File: config.mk
export PLATFORM = sky130hd
export DESIGN_NAME = simple9_word_decoder_flat
export DESIGN_NICKNAME = d
export VERILOG_FILES = /design/src/rtl/core/s9dec_pkg.sv /design/src/rtl/core/s9dec_if.sv /design/src/rtl/core/s9dec_seq.sv /design/src/rtl/core/s9dec_unpack.sv /design/src/rtl/core/simple9_word_decoder.sv /design/src/flat_wrapper.sv
export SDC_FILE = /design/constraint.sdc
export NUM_CORES = 1
export LEC_CHECK = 0
export CAP_MARGIN = 20
export CORE_AREA = 2 2 129 131
export DETAILED_ROUTE_END_ITERATION = 6
export DIE_AREA = 0 0 131 133
export DONT_BUFFER_PORTS = 1
export GPL_TIMING_DRIVEN = 1
export PLACE_DENSITY = 0.51
export SYNTH_ARGS = -nofsm -noshare
export SYNTH_HDL_FRONTEND = slang
export SYNTH_SLANG_ARGS = --single-unit
File: constraint.sdc
create_clock -name clk -period 2.4 [get_ports clk]
set_clock_uncertainty 0.05 [all_clocks]
set_input_delay 0.24 -clock clk [delete_from_list [all_inputs] [get_ports clk]]
set_output_delay 0.24 -clock clk [all_outputs]
set_load 0.1 [all_outputs]
File: src/rtl/core/s9dec_pkg.sv
// Shared types, constants and selector tables for the Simple9 word decoder.
package s9dec_pkg;

  localparam int unsigned WORD_W  = 32;
  localparam int unsigned VALUE_W = 28;
  localparam int unsigned SEL_W   = 4;
  localparam int unsigned COUNT_W = 5;
  localparam int unsigned BITS_W  = 5;

  localparam logic [SEL_W-1:0] SEL_ONES = 4'd9;

  typedef logic [SEL_W-1:0]   sel_t;
  typedef logic [COUNT_W-1:0] count_t;
  typedef logic [BITS_W-1:0]  bits_t;
  typedef logic [VALUE_W-1:0] value_t;

  // Sequencer to unpack datapath
  typedef struct packed {
    logic load;   // capture a new word
    logic step;   // emit one field and shift
    logic last;   // field being emitted is the word's final one
  } ctrl_t;

  // Number of fields packed under each selector; zero means no packing
  function automatic count_t sel_count(input sel_t sel);
    count_t c;
    case (sel)
      4'd1:    c = 5'd1;
      4'd2:    c = 5'd2;
      4'd3:    c = 5'd3;
      4'd4:    c = 5'd4;
      4'd5:    c = 5'd5;
      4'd6:    c = 5'd7;
      4'd7:    c = 5'd9;
      4'd8:    c = 5'd14;
      4'd9:    c = 5'd28;
      default: c = 5'd0;
    endcase
    return c;
  endfunction

  // Field width in bits under each selector
  function automatic bits_t sel_bits(input sel_t sel);
    bits_t b;
    case (sel)
      4'd1:    b = 5'd28;
      4'd2:    b = 5'd14;
      4'd3:    b = 5'd9;
      4'd4:    b = 5'd7;
      4'd5:    b = 5'd5;
      4'd6:    b = 5'd4;
      4'd7:    b = 5'd3;
      4'd8:    b = 5'd2;
      4'd9:    b = 5'd1;
      default: b = 5'd0;
    endcase
    return b;
  endfunction

  // Field mask under each selector
  function automatic value_t sel_mask(input sel_t sel);
    value_t m;
    case (sel)
      4'd1:    m = 28'h fffffff;
      4'd2:    m = 28'h0003fff;
      4'd3:    m = 28'h00001ff;
      4'd4:    m = 28'h000007f;
      4'd5:    m = 28'h000001f;
      4'd6:    m = 28'h000000f;
      4'd7:    m = 28'h0000007;
      4'd8:    m = 28'h0000003;
      4'd9:    m = 28'h0000001;
      default: m = 28'h0000000;
    endcase
    return m;
  endfunction

endpackage

File: src/rtl/core/s9dec_if.sv
// Valid/ready channel interfaces for packed words and decoded values.
interface s9dec_in_if
  import s9dec_pkg::*;
  ();
  logic              valid;
  logic              ready;
  logic [WORD_W-1:0] packed_word;

  modport source (output valid, output packed_word, input ready);
  modport sink   (input valid, input packed_word, output ready);
endinterface

interface s9dec_out_if
  import s9dec_pkg::*;
  ();
  logic               valid;
  logic               ready;
  logic [VALUE_W-1:0] value;
  logic               last_in_word;

  modport source (output valid, output value, output last_in_word, input ready);
  modport sink   (input valid, input value, input last_in_word, output ready);
endinterface

File: src/rtl/core/s9dec_seq.sv
// Sequencer: accepts a word, then steps the shared shifter once per field.
module s9dec_seq
  import s9dec_pkg::*;
(
  input  logic  clk,
  input  logic  rst_n,
  input  logic  in_valid,
  input  sel_t  in_sel,
  input  logic  out_free,
  output logic  in_ready,
  output ctrl_t ctrl
);

  typedef enum logic {
    ST_IDLE,
    ST_RUN
  } state_t;

  state_t state_r;
  count_t remaining_r;
  count_t in_count;

  assign in_count = sel_count(in_sel);
  assign in_ready = (state_r == ST_IDLE);

  always_comb begin
    ctrl.load = 1'b0;
    ctrl.step = 1'b0;
    ctrl.last = (remaining_r == 5'd1);
    case (state_r)
      ST_IDLE: ctrl.load = in_valid && (in_count != 5'd0);
      ST_RUN:  ctrl.step = out_free;
      default: ;
    endcase
  end

  always_ff @(posedge clk) begin
    if (!rst_n) begin
      state_r     <= ST_IDLE;
      remaining_r <= '0;
    end else begin
      case (state_r)
        ST_IDLE: begin
          // undefined selectors are dropped without output
          if (in_valid && (in_count != 5'd0)) begin
            remaining_r <= in_count;
            state_r     <= ST_RUN;
          end
        end
        ST_RUN: begin
          if (out_free) begin
            remaining_r <= remaining_r - 5'd1;
            if (remaining_r == 5'd1) begin
              state_r <= ST_IDLE;
            end
          end
        end
        default: state_r <= ST_IDLE;
      endcase
    end
  end

endmodule

File: src/rtl/core/s9dec_unpack.sv
// Unpack datapath: payload register, shared variable right shifter, output register.
module s9dec_unpack
  import s9dec_pkg::*;
(
  input  logic              clk,
  input  logic              rst_n,
  input  ctrl_t             ctrl,
  input  logic [WORD_W-1:0] in_word,
  input  logic              out_ready,
  output logic              out_valid,
  output value_t            out_value,
  output logic              out_last,
  output logic              out_free
);

  value_t payload_r;
  value_t mask_r;
  bits_t  bits_r;
  logic   ones_r;
  value_t value_r;
  logic   last_r;
  logic   valid_r;
  sel_t   sel;

  assign sel       = in_word[WORD_W-1 -: SEL_W];
  assign out_free  = !valid_r || out_ready;
  assign out_valid = valid_r;
  assign out_value = value_r;
  assign out_last  = last_r;

  // payload and field registers carry no reset
  always_ff @(posedge clk) begin
    if (ctrl.load) begin
      payload_r <= in_word[VALUE_W-1:0];
      mask_r    <= sel_mask(sel);
      bits_r    <= sel_bits(sel);
      ones_r    <= (sel == SEL_ONES);
    end else if (ctrl.step) begin
      payload_r <= payload_r >> bits_r;
    end
    if (ctrl.step) begin
      value_r <= ones_r ? value_t'(1) : (payload_r & mask_r);
      last_r  <= ctrl.last;
    end
  end

  always_ff @(posedge clk) begin
    if (!rst_n) begin
      valid_r <= 1'b0;
    end else if (ctrl.step) begin
      valid_r <= 1'b1;
    end else if (out_ready) begin
      valid_r <= 1'b0;
    end
  end

endmodule

File: src/rtl/core/simple9_word_decoder.sv
// Simple9 word decoder top level: sequencer plus shared unpack datapath.
//
// Usage:
//   in_ch carries one 32-bit packed word per transfer (bits 31..28 selector,
//   27..0 payload). out_ch carries one decoded value per transfer, least
//   significant field first, with last_in_word set on the word's final value.
//   Selectors 1..9 yield 1,2,3,4,5,7,9,14,28 values; selector 9 yields ones.
//   Selectors 0 and 10..15 are consumed and produce no transfer.
// Timing:
//   A taken word is loaded into the payload register; each field then goes
//   through the shifter into the output register, one value per cycle while
//   out_ch is ready. The single variable shifter steps once per field.
//   in_ch.ready is low while fields remain.
// Stall and reset:
//   When out_ch.ready is low the output register holds and the shifter
//   waits. The next word may be taken while the final value still waits.
//   Synchronous active-low reset returns the sequencer to idle and drops
//   any pending output.
module simple9_word_decoder
  import s9dec_pkg::*;
(
  input  logic               clk,
  input  logic               rst_n,
  s9dec_in_if.sink           in_ch,
  s9dec_out_if.source        out_ch
);

  ctrl_t ctrl;
  logic  out_free;

  s9dec_seq u_seq (
    .clk      (clk),
    .rst_n    (rst_n),
    .in_valid (in_ch.valid),
    .in_sel   (in_ch.packed_word[WORD_W-1 -: SEL_W]),
    .out_free (out_free),
    .in_ready (in_ch.ready),
    .ctrl     (ctrl)
  );

  s9dec_unpack u_unpack (
    .clk       (clk),
    .rst_n     (rst_n),
    .ctrl      (ctrl),
    .in_word   (in_ch.packed_word),
    .out_ready (out_ch.ready),
    .out_valid (out_ch.valid),
    .out_value (out_ch.value),
    .out_last  (out_ch.last_in_word),
    .out_free  (out_free)
  );

endmodule

File: src/flat_wrapper.sv
// flat-port wrapper written by rule: the top's interface ports become plain ports
module simple9_word_decoder_flat import s9dec_pkg::*;
  (clk, rst_n, in_ch_valid, in_ch_packed_word, in_ch_ready, out_ch_valid, out_ch_value, out_ch_last_in_word, out_ch_ready);
  s9dec_in_if in_ch_i ();
  s9dec_out_if out_ch_i ();
  input  logic clk;
  input  logic rst_n;
  input wire logic [$bits(in_ch_i.valid)-1:0] in_ch_valid;
  input wire logic [$bits(in_ch_i.packed_word)-1:0] in_ch_packed_word;
  output wire logic [$bits(in_ch_i.ready)-1:0] in_ch_ready;
  output wire logic [$bits(out_ch_i.valid)-1:0] out_ch_valid;
  output wire logic [$bits(out_ch_i.value)-1:0] out_ch_value;
  output wire logic [$bits(out_ch_i.last_in_word)-1:0] out_ch_last_in_word;
  input wire logic [$bits(out_ch_i.ready)-1:0] out_ch_ready;
  assign in_ch_i.valid = in_ch_valid;
  assign in_ch_i.packed_word = in_ch_packed_word;
  assign in_ch_ready = in_ch_i.ready;
  assign out_ch_valid = out_ch_i.valid;
  assign out_ch_value = out_ch_i.value;
  assign out_ch_last_in_word = out_ch_i.last_in_word;
  assign out_ch_i.ready = out_ch_ready;
  simple9_word_decoder u_core (.clk(clk), .rst_n(rst_n), .in_ch(in_ch_i), .out_ch(out_ch_i));
endmodule
==> key figures, run 1 <==
Finish
  – Ant. Diodes: 0
  – Fin area: around 0.006 mm²
  – Area added between synthesis and finish: 14.8%
  – Share of layout cells above drive strength 1: 0.204
  – Final #Nets: 540

STA
  – Final Hold Viols: 0
  – Final Max Tran Viols: 0
  – Period utilization: 0.967
  – Slew headroom: 0.395
  – Worst-margin pin slew: around 0.91 ns
  – Fmax: 0.431 GHz
  – RSZ-0062 raised after global routing: false
  – Final Critical Period: about 2.3 ns
  – Setup TNS: 0 ns
  – Final setup fails: 0

Place
  – Dpl hpwl: roughly 12000 µm
  – Area post-placement: 0.00569 mm²
  – Final Wtd Congestion: between 0.9 and 1
  – IO buf count: 0

Pwr
  – Power per cell area: roughly 750 mW/mm²
  – Leak pwr: roughly 2.3 nW
  – Maximum vdd drop: roughly 0.36 mV
  – Switching part of the total: 0.354
  – Power Total: roughly 4.5 mW
  – Net load switching power: around 1.6 mW
  – Pint: roughly 2.9 mW
  – Comb power frac: 0.250
  – Flop pwr share: 0.468
  – Clock power share: 0.282

Route
  – Routed wire per std cell: 21.7 µm
  – First-pass DRT Iterations: 5
  – DRC viols: 0
  – Detail Route Antenna Nets: 0
  – Iter 0 DRT Violations: around 350
  – Vias per inst: 5.46
  – Total Wirelength: 15600 µm
  – Routed vias: 3934

Critical path
  – Reg2reg setup slack: 0.08 ns
  – Worst Path Arrival: about 2.4 ns
  – Critical path type: reg2reg
  – Worst reg2reg path depth: 6
  – Crit path from: u_core.u_unpack.bits_r[1]
  – Worst r2r src: u_core.u_unpack.bits_r[1]
  – Type of origin of the critical path: flip-flop
  – Required @ worst endpoint: between 2 and 2.5 ns
  – Crit end category: flip-flop
  – Crit-path max FO: 23

Floorplan
  – # IOs: 67
  – Die X-Extent: 131 µm
  – Die area: 0.0174 mm²
  – Die height: roughly 130 µm
  – Core ar.: 0.0162 mm²
  – Core Rows: 47
  – Initial Util: 0.322

Global route
  – Grt total ovfl: 0
  – Number of global-route vias before repair: around 3900
  – Initial antenna violation count: 0
  – First-pass GRT wire length: 23900 µm
  – Largest net degree at the start of global routing: 30
  – Gr usage total: 0.184

Synth
  – Async SR Flop Fraction: 0
  – Synth Register Bits: 78
  – Cells after synthesis: approximately 470
  – Synth Cell Area: around 0.0052 mm²
  – Top post-synthesis cells by area: edfxtp_1, mux2i_1, mux4_2, mux4_1, nand2_1
  – Post-synth top cells: edfxtp_1, nand2_1, mux2i_1
  – Synthesized net count: just over 500
  – Top cell type's share of synthesized area: 0.410
  – Most frequent cell after synthesis: edfxtp_1
  – Synth Warn #: 0
  – Post-synth EDFFs: slightly above 70
  – Yosys top cell by area: edfxtp_1
  – Ys flop type: edfxtp_1
  – Avg Inst Size Synth: about 11 µm²
  – Seq/Total Area, Yosys: 0.437
  – Cell variety after synth: 67

CTS
  – CTS root buf: clkbuf_16
  – Max clock buf depth: 2
  – Insertion delay to the later sink of the worst-skew pair: 0.35 ns
  – H-tree Lvls: 3
  – CTS Buf Count: 9
  – CTS tree: done
  – CTS clock-pin slew for the worst setup and hold paths: about 0.06 ns
  – Sink Count: 78

Min path
  – Worst Hold Launch: in_ch_packed_word[15]
  – WHS Path Cells: 1
  – Hold crit path type: in2reg

Run
  – Max Cap Viol: 0

Status
  – Status: finished, final reports clean
## layout make-up
type,count,area (µm²)
clock buffer,10,229
clock inverter,5,36.3
fill,1618,10200
inverter,17,67.6
multi-input combinational,341,2660
sequential,78,2270
tap,220,275
timing repair buffer,50,428
## repair_timing
action | in CTS | in global routing
setup endpoints to repair | 0 | 1
resized for setup | 0 | 1
hold buffers | 1 | 0
setup buffers | 0 | 0
endpoints found under the hold margin | 7 | 0
## per-layer routing
metal / track usage / wire (µm) / share of wire
met3: 0.0522 / 1180 / 0.075
met5: 0 / 0 / 0
met1: 0.270 / 7360 / 0.47
met4: 0.0449 / 192 / 0.012
met2: 0.268 / 6910 / 0.44
## power groups by stage
stage	clock [mW]	sequential, mW	combinational, mW
2_1_floorplan	0	2.03	0.770
3_3_place_gp	0	2.11	1.09
3_5_place_dp	0	2.12	1.10
4_1_cts	1.29	2.09	1.11
5_1_grt	1.33	2.11	1.21
6_report	1.26	2.09	1.12
## cells in the final DEF (no fill, tap or decap), drive strengths merged, types with 3 or more instances in the layout
| master | synthesis | final |
|---|---|---|
| a211oi | 3 | 3 |
| a21boi | 4 | 4 |
| a21oi | 15 | 15 |
| a22o | 6 | 6 |
| a31oi | 10 | 10 |
| and2 | 24 | 24 |
| buf | 19 | 49 |
| clkbuf | 17 | 10 |
| clkinvlp | 0 | 4 |
| dfxtp | 7 | 7 |
| edfxtp | 71 | 71 |
| ha | 7 | 7 |
| inv | 16 | 16 |
| mux2 | 12 | 12 |
| mux2i | 36 | 36 |
| mux4 | 24 | 24 |
| nand2 | 55 | 55 |
| nand2b | 4 | 4 |
| nand3 | 9 | 9 |
| nand3b | 4 | 4 |
| nor2 | 34 | 34 |
| nor2b | 8 | 8 |
| nor3 | 8 | 8 |
| nor3b | 3 | 3 |
| o211ai | 6 | 6 |
| o21a | 3 | 3 |
| o21ai | 22 | 22 |
| o31ai | 3 | 3 |
## through the flow
stage               hold WS, ns   util  worst slack [ns]  std cells
floorplan                 0.308      -             0.108        472
global placement          0.313  0.352             0.106        705
detailed placement        0.316  0.352            0.0907        705
CTS                      0.0163  0.369            0.0693        721
global route             0.0181  0.369            0.0486        721
finish                   0.0263  0.369            0.0788        721
## final timing paths
path,endpoint
max,u_core.u_unpack.payload_r[6]
min,u_core.u_unpack.payload_r[15]
max reg2reg,u_core.u_unpack.payload_r[6]
min reg2reg,u_core.u_seq.remaining_r[1]
## logic make-up after synthesis
logic type	Yosys count	synth area share
compound gates	97	0.130
buf+inv	53	0.0524
simple gates	165	0.158
fa+ha+maj	7	0.0168
flops	78	0.437
mux	72	0.206
## registers in the layout (all words and copies together) (netlist names)
name and cells:
u_core.u_seq.remaining_r 5, u_core.u_unpack.bits_r 4, u_core.u_seq.state_r 1, u_core.u_unpack.out_value 28, u_core.u_unpack.out_valid 1, u_core.u_unpack.out_last 1, u_core.u_unpack.mask_r 9, u_core.u_unpack.payload_r 28
u_core.u_unpack.ones_r 1
## critical path, stage by stage (launching register included)
cell and delay, ns:
edfxtp_1 0.48, buf_12 0.23, mux2i_2 0.34, nand2_1 0.09
a311oi_1 0.45, a2111oi_0 0.13, a211o_1 0.29
Power figures use the tool's default switching activity.
==> run 2, diff against run 1 <==
Settings changed: CELL_PAD_IN_SITES_DETAIL_PLACEMENT set to 1, CELL_PAD_IN_SITES_GLOBAL_PLACEMENT set to 1, PLACE_DENSITY 0.51 to 0.6.
Clock period 2.4 ns to 2.8 ns, I/O delays scaled along.
==> run 2 against run 1 <==
Compared with the run above:
- combinational power down 23%
- design area down 2.7%
- worst hold slack better by 0.0031 ns
- sequential power down 12%
- utilization down 1.0 points
- first-iteration DRC count down 35%
- non-clock buffer count down 20
- highest routed layer unchanged
- wire length up 2.2%
- die area unchanged
==> key figures, run 2 (same netlist as run 1, synthesis figures left out) <==
Pwr
  – Maximum vdd drop: 0.317 mV (-12%)
  – Comb power frac: 0.222 (-0.028)
  – Clock power share: 0.307 (+0.025)
  – Pint: 2.52 mW (-13%)
  – Flop pwr share: 0.471 (+0.003)
  – Switching part of the total: 0.350 (-0.00422)
  – Net load switching power: 1.36 mW (-14%)
  – Leak pwr: 2.18 nW (-3.4%)
  – Power per cell area: 668 mW/mm² (-11%)

Finish
  – Share of layout cells above drive strength 1: 0.166 (-0.0376)
  – Multi-input logic area: 0.00266 mm² (-0.14%)
  – Ant. Diodes: 0 (unchanged)
  – Filler cells: 1779 (+10%)
  – Most frequent cells in the layout: edfxtp_1, nand2_1, mux2i_1, nor2_1, buf_4
  – Most common cell after layout, fill and taps aside: edfxtp_1
  – Final #Nets: 520 (-3.7%)
  – Area added between synthesis and finish: 11.6%
  – FF+latch area: 0.00227 mm² (about the same)

Global route
  – Grt total ovfl: 0 (unchanged)
  – Gr usage total: 0.189 (+0.00550)
  – Top Usage Layer GRT: met2
  – Number of global-route vias before repair: 4083 (+4.1%)
  – M1 GR Usage: 0.268 (-0.00208)
  – Grt met3 use: 0.0514 (-0.000809)
  – Met2 Track Usage GR: 0.279 (+0.0112)
  – Initial antenna violation count: 0 (unchanged)
  – Largest net degree at the start of global routing: 36 (+20%)
  – First-pass GRT wire length: 24700 µm (+3.5%)

Route
  – DRC viols: 0 (unchanged)
  – First-pass DRT Iterations: 4 (-1)
  – Routed wire per std cell: 22.8 µm (+5.0%)
  – Vias per inst: 5.60 (+2.6%)
  – Detail Route Antenna Nets: 0 (unchanged)
  – Total Wirelength: 16000 µm (+2.2%)
  – Routed vias: 3931 (-0.076%)
  – Iter 0 DRT Violations: 231 (-35%)

Min path
  – Worst Hold Launch: rst_n
  – Hold crit path type: in2reg
  – WHS Path Cells: 1 (unchanged)
  – Worst hold endpoint: u_core.u_unpack.out_valid

CTS
  – Post-CTS Hold Buffers: 1 (unchanged)
  – Setup Fix Bufs, Post-CTS: 0 (unchanged)
  – Max clock buf depth: 2 (unchanged)
  – CTS clock-pin slew for the worst setup and hold paths: 0.06 ns (about the same)
  – CTS root buf: clkbuf_16
  – Post-CTS Resized: 0 (unchanged)
  – Sink Count: 78 (unchanged)
  – CTS Buf Count: 9 (unchanged)
  – Insertion delay to the later sink of the worst-skew pair: 0.35 ns (about the same)
  – H-tree Lvls: 3 (unchanged)
  – CTS tree: done

STA
  – Period utilization: 0.959 (-0.00844)
  – Final Critical Period: 2.68 ns (+0.363 ns)
  – Fmax: 0.373 GHz (-14%)
  – Final Hold Viols: 0 (unchanged)
  – Slew headroom: 0.386 (-0.00913)
  – Final setup fails: 0 (unchanged)
  – RSZ-0062 raised after global routing: false
  – Final Max Tran Viols: 0 (unchanged)
  – Worst-margin pin slew: 0.923 ns (+0.0137 ns)
  – Fin worst setup slack: 0.116 ns (+0.0368 ns)
  – Setup TNS: 0 ns (unchanged)

Critical path
  – Worst r2r src: u_core.u_unpack.bits_r[1]
  – Critical path type: reg2reg
  – Worst reg2reg path depth: 6 (unchanged)
  – Worst Path Arrival: 2.73 ns (+0.36 ns)
  – Reg2reg setup slack: 0.12 ns (+0.04 ns)
  – Required @ worst endpoint: 2.85 ns (+0.40 ns)
  – Type of origin of the critical path: flip-flop
  – Crit-path max FO: 19 (-17%)
  – Crit end category: flip-flop
  – FF-to-FF End: u_core.u_unpack.payload_r[6]

Place
  – Final Wtd Congestion: 0.859 (-6.1%)
  – Dpl hpwl: 11500 µm (-0.52%)
  – IO buf count: 0 (unchanged)
  – Pre-CTS setup slack: 0.181 ns (+0.0899 ns)

Floorplan
  – Die height: 133 µm (unchanged)
  – Die X-Extent: 131 µm (unchanged)
  – Core Rows: 47 (unchanged)
  – Die area: 0.0174 mm² (unchanged)
  – Initial Util: 0.322 (unchanged)
  – # IOs: 67 (unchanged)
  – Core ar.: 0.0162 mm² (unchanged)

Status
  – Status: finished, final reports clean

Run
  – Max Cap Viol: 0 (unchanged)
[run 2: cell types whose count changed in the layout (fill, tap and decap cells not counted)]
| cell | change |
|---|---|
| mux2i_1 | +1 |
| mux2i_2 | -1 |
| dfxtp_1 | +1 |
| dfxtp_2 | -1 |
| buf_12 | -3 |
| buf_4 | -17 |
| clkinv_4 | +3 |
| clkinvlp_4 | -4 |
| bufinv_16 | +1 |
| inv_1 | +1 |
[run 2: worst max path at each step]
stage	start	endpoint	slack, ns	cells past startpoint
after floorplan	u_core.u_unpack.out_valid	u_core.u_seq.remaining_r[3]	0.28	7
after detailed placement	u_core.u_unpack.bits_r[1]	u_core.u_unpack.payload_r[6]	0.18	6
final	u_core.u_unpack.bits_r[1]	u_core.u_unpack.payload_r[6]	0.12	6
after global placement	u_core.u_unpack.bits_r[1]	u_core.u_unpack.payload_r[6]	0.29	6
after CTS	u_core.u_unpack.bits_r[1]	u_core.u_unpack.payload_r[6]	0.17	6
after global routing	u_core.u_unpack.bits_r[1]	u_core.u_unpack.payload_r[6]	0.001	6
[run 2: per-layer routing]
metal	share of wire	wire [µm]
met1	0.46	7370
met2	0.46	7290
met3	0.062	988
met4	0.022	348
met5	0	0
[run 2: final cells by class]
type                    instances  share of cell area
multi-input cells             341               0.458
flip-flops and latches         78               0.391
inverters                      17              0.0110
repair buffers                 30              0.0413
clock inverters                 6              0.0121
well taps                     220              0.0474
clock buffers                  10              0.0394
[run 2: power groups by stage]
stage               Combinational [mW]  Clock, mW  Sequential, mW
finish                           0.861       1.19            1.83
global route                     0.942       1.27            1.84
CTS                              0.862       1.22            1.82
detailed placement               0.853          0            1.85
global placement                 0.840          0            1.84
floorplan                        0.659          0            1.74
[run 2: metrics by stage]
stage | utilization | instance area, µm² | hold WS [ns] | power (mW) | std cells
finish | 0.359 | 5810 | 0.0295 | 3.88 | 702
global route | 0.359 | 5810 | 0.0210 | 4.05 | 702
CTS | 0.359 | 5810 | 0.0173 | 3.91 | 702
detailed placement | 0.340 | 5500 | 0.354 | 2.70 | 685
global placement | 0.340 | 5500 | 0.349 | 2.68 | 685
floorplan | - | 5200 | 0.348 | 2.40 | 472
[run 2: critical path, cell delays in order, from the launching register on]
cell	delay (ns)
edfxtp_1	0.70
buf_4	0.41
mux2i_1	0.43
nand2_1	0.10
a311oi_1	0.34
a2111oi_0	0.12
a211o_1	0.28
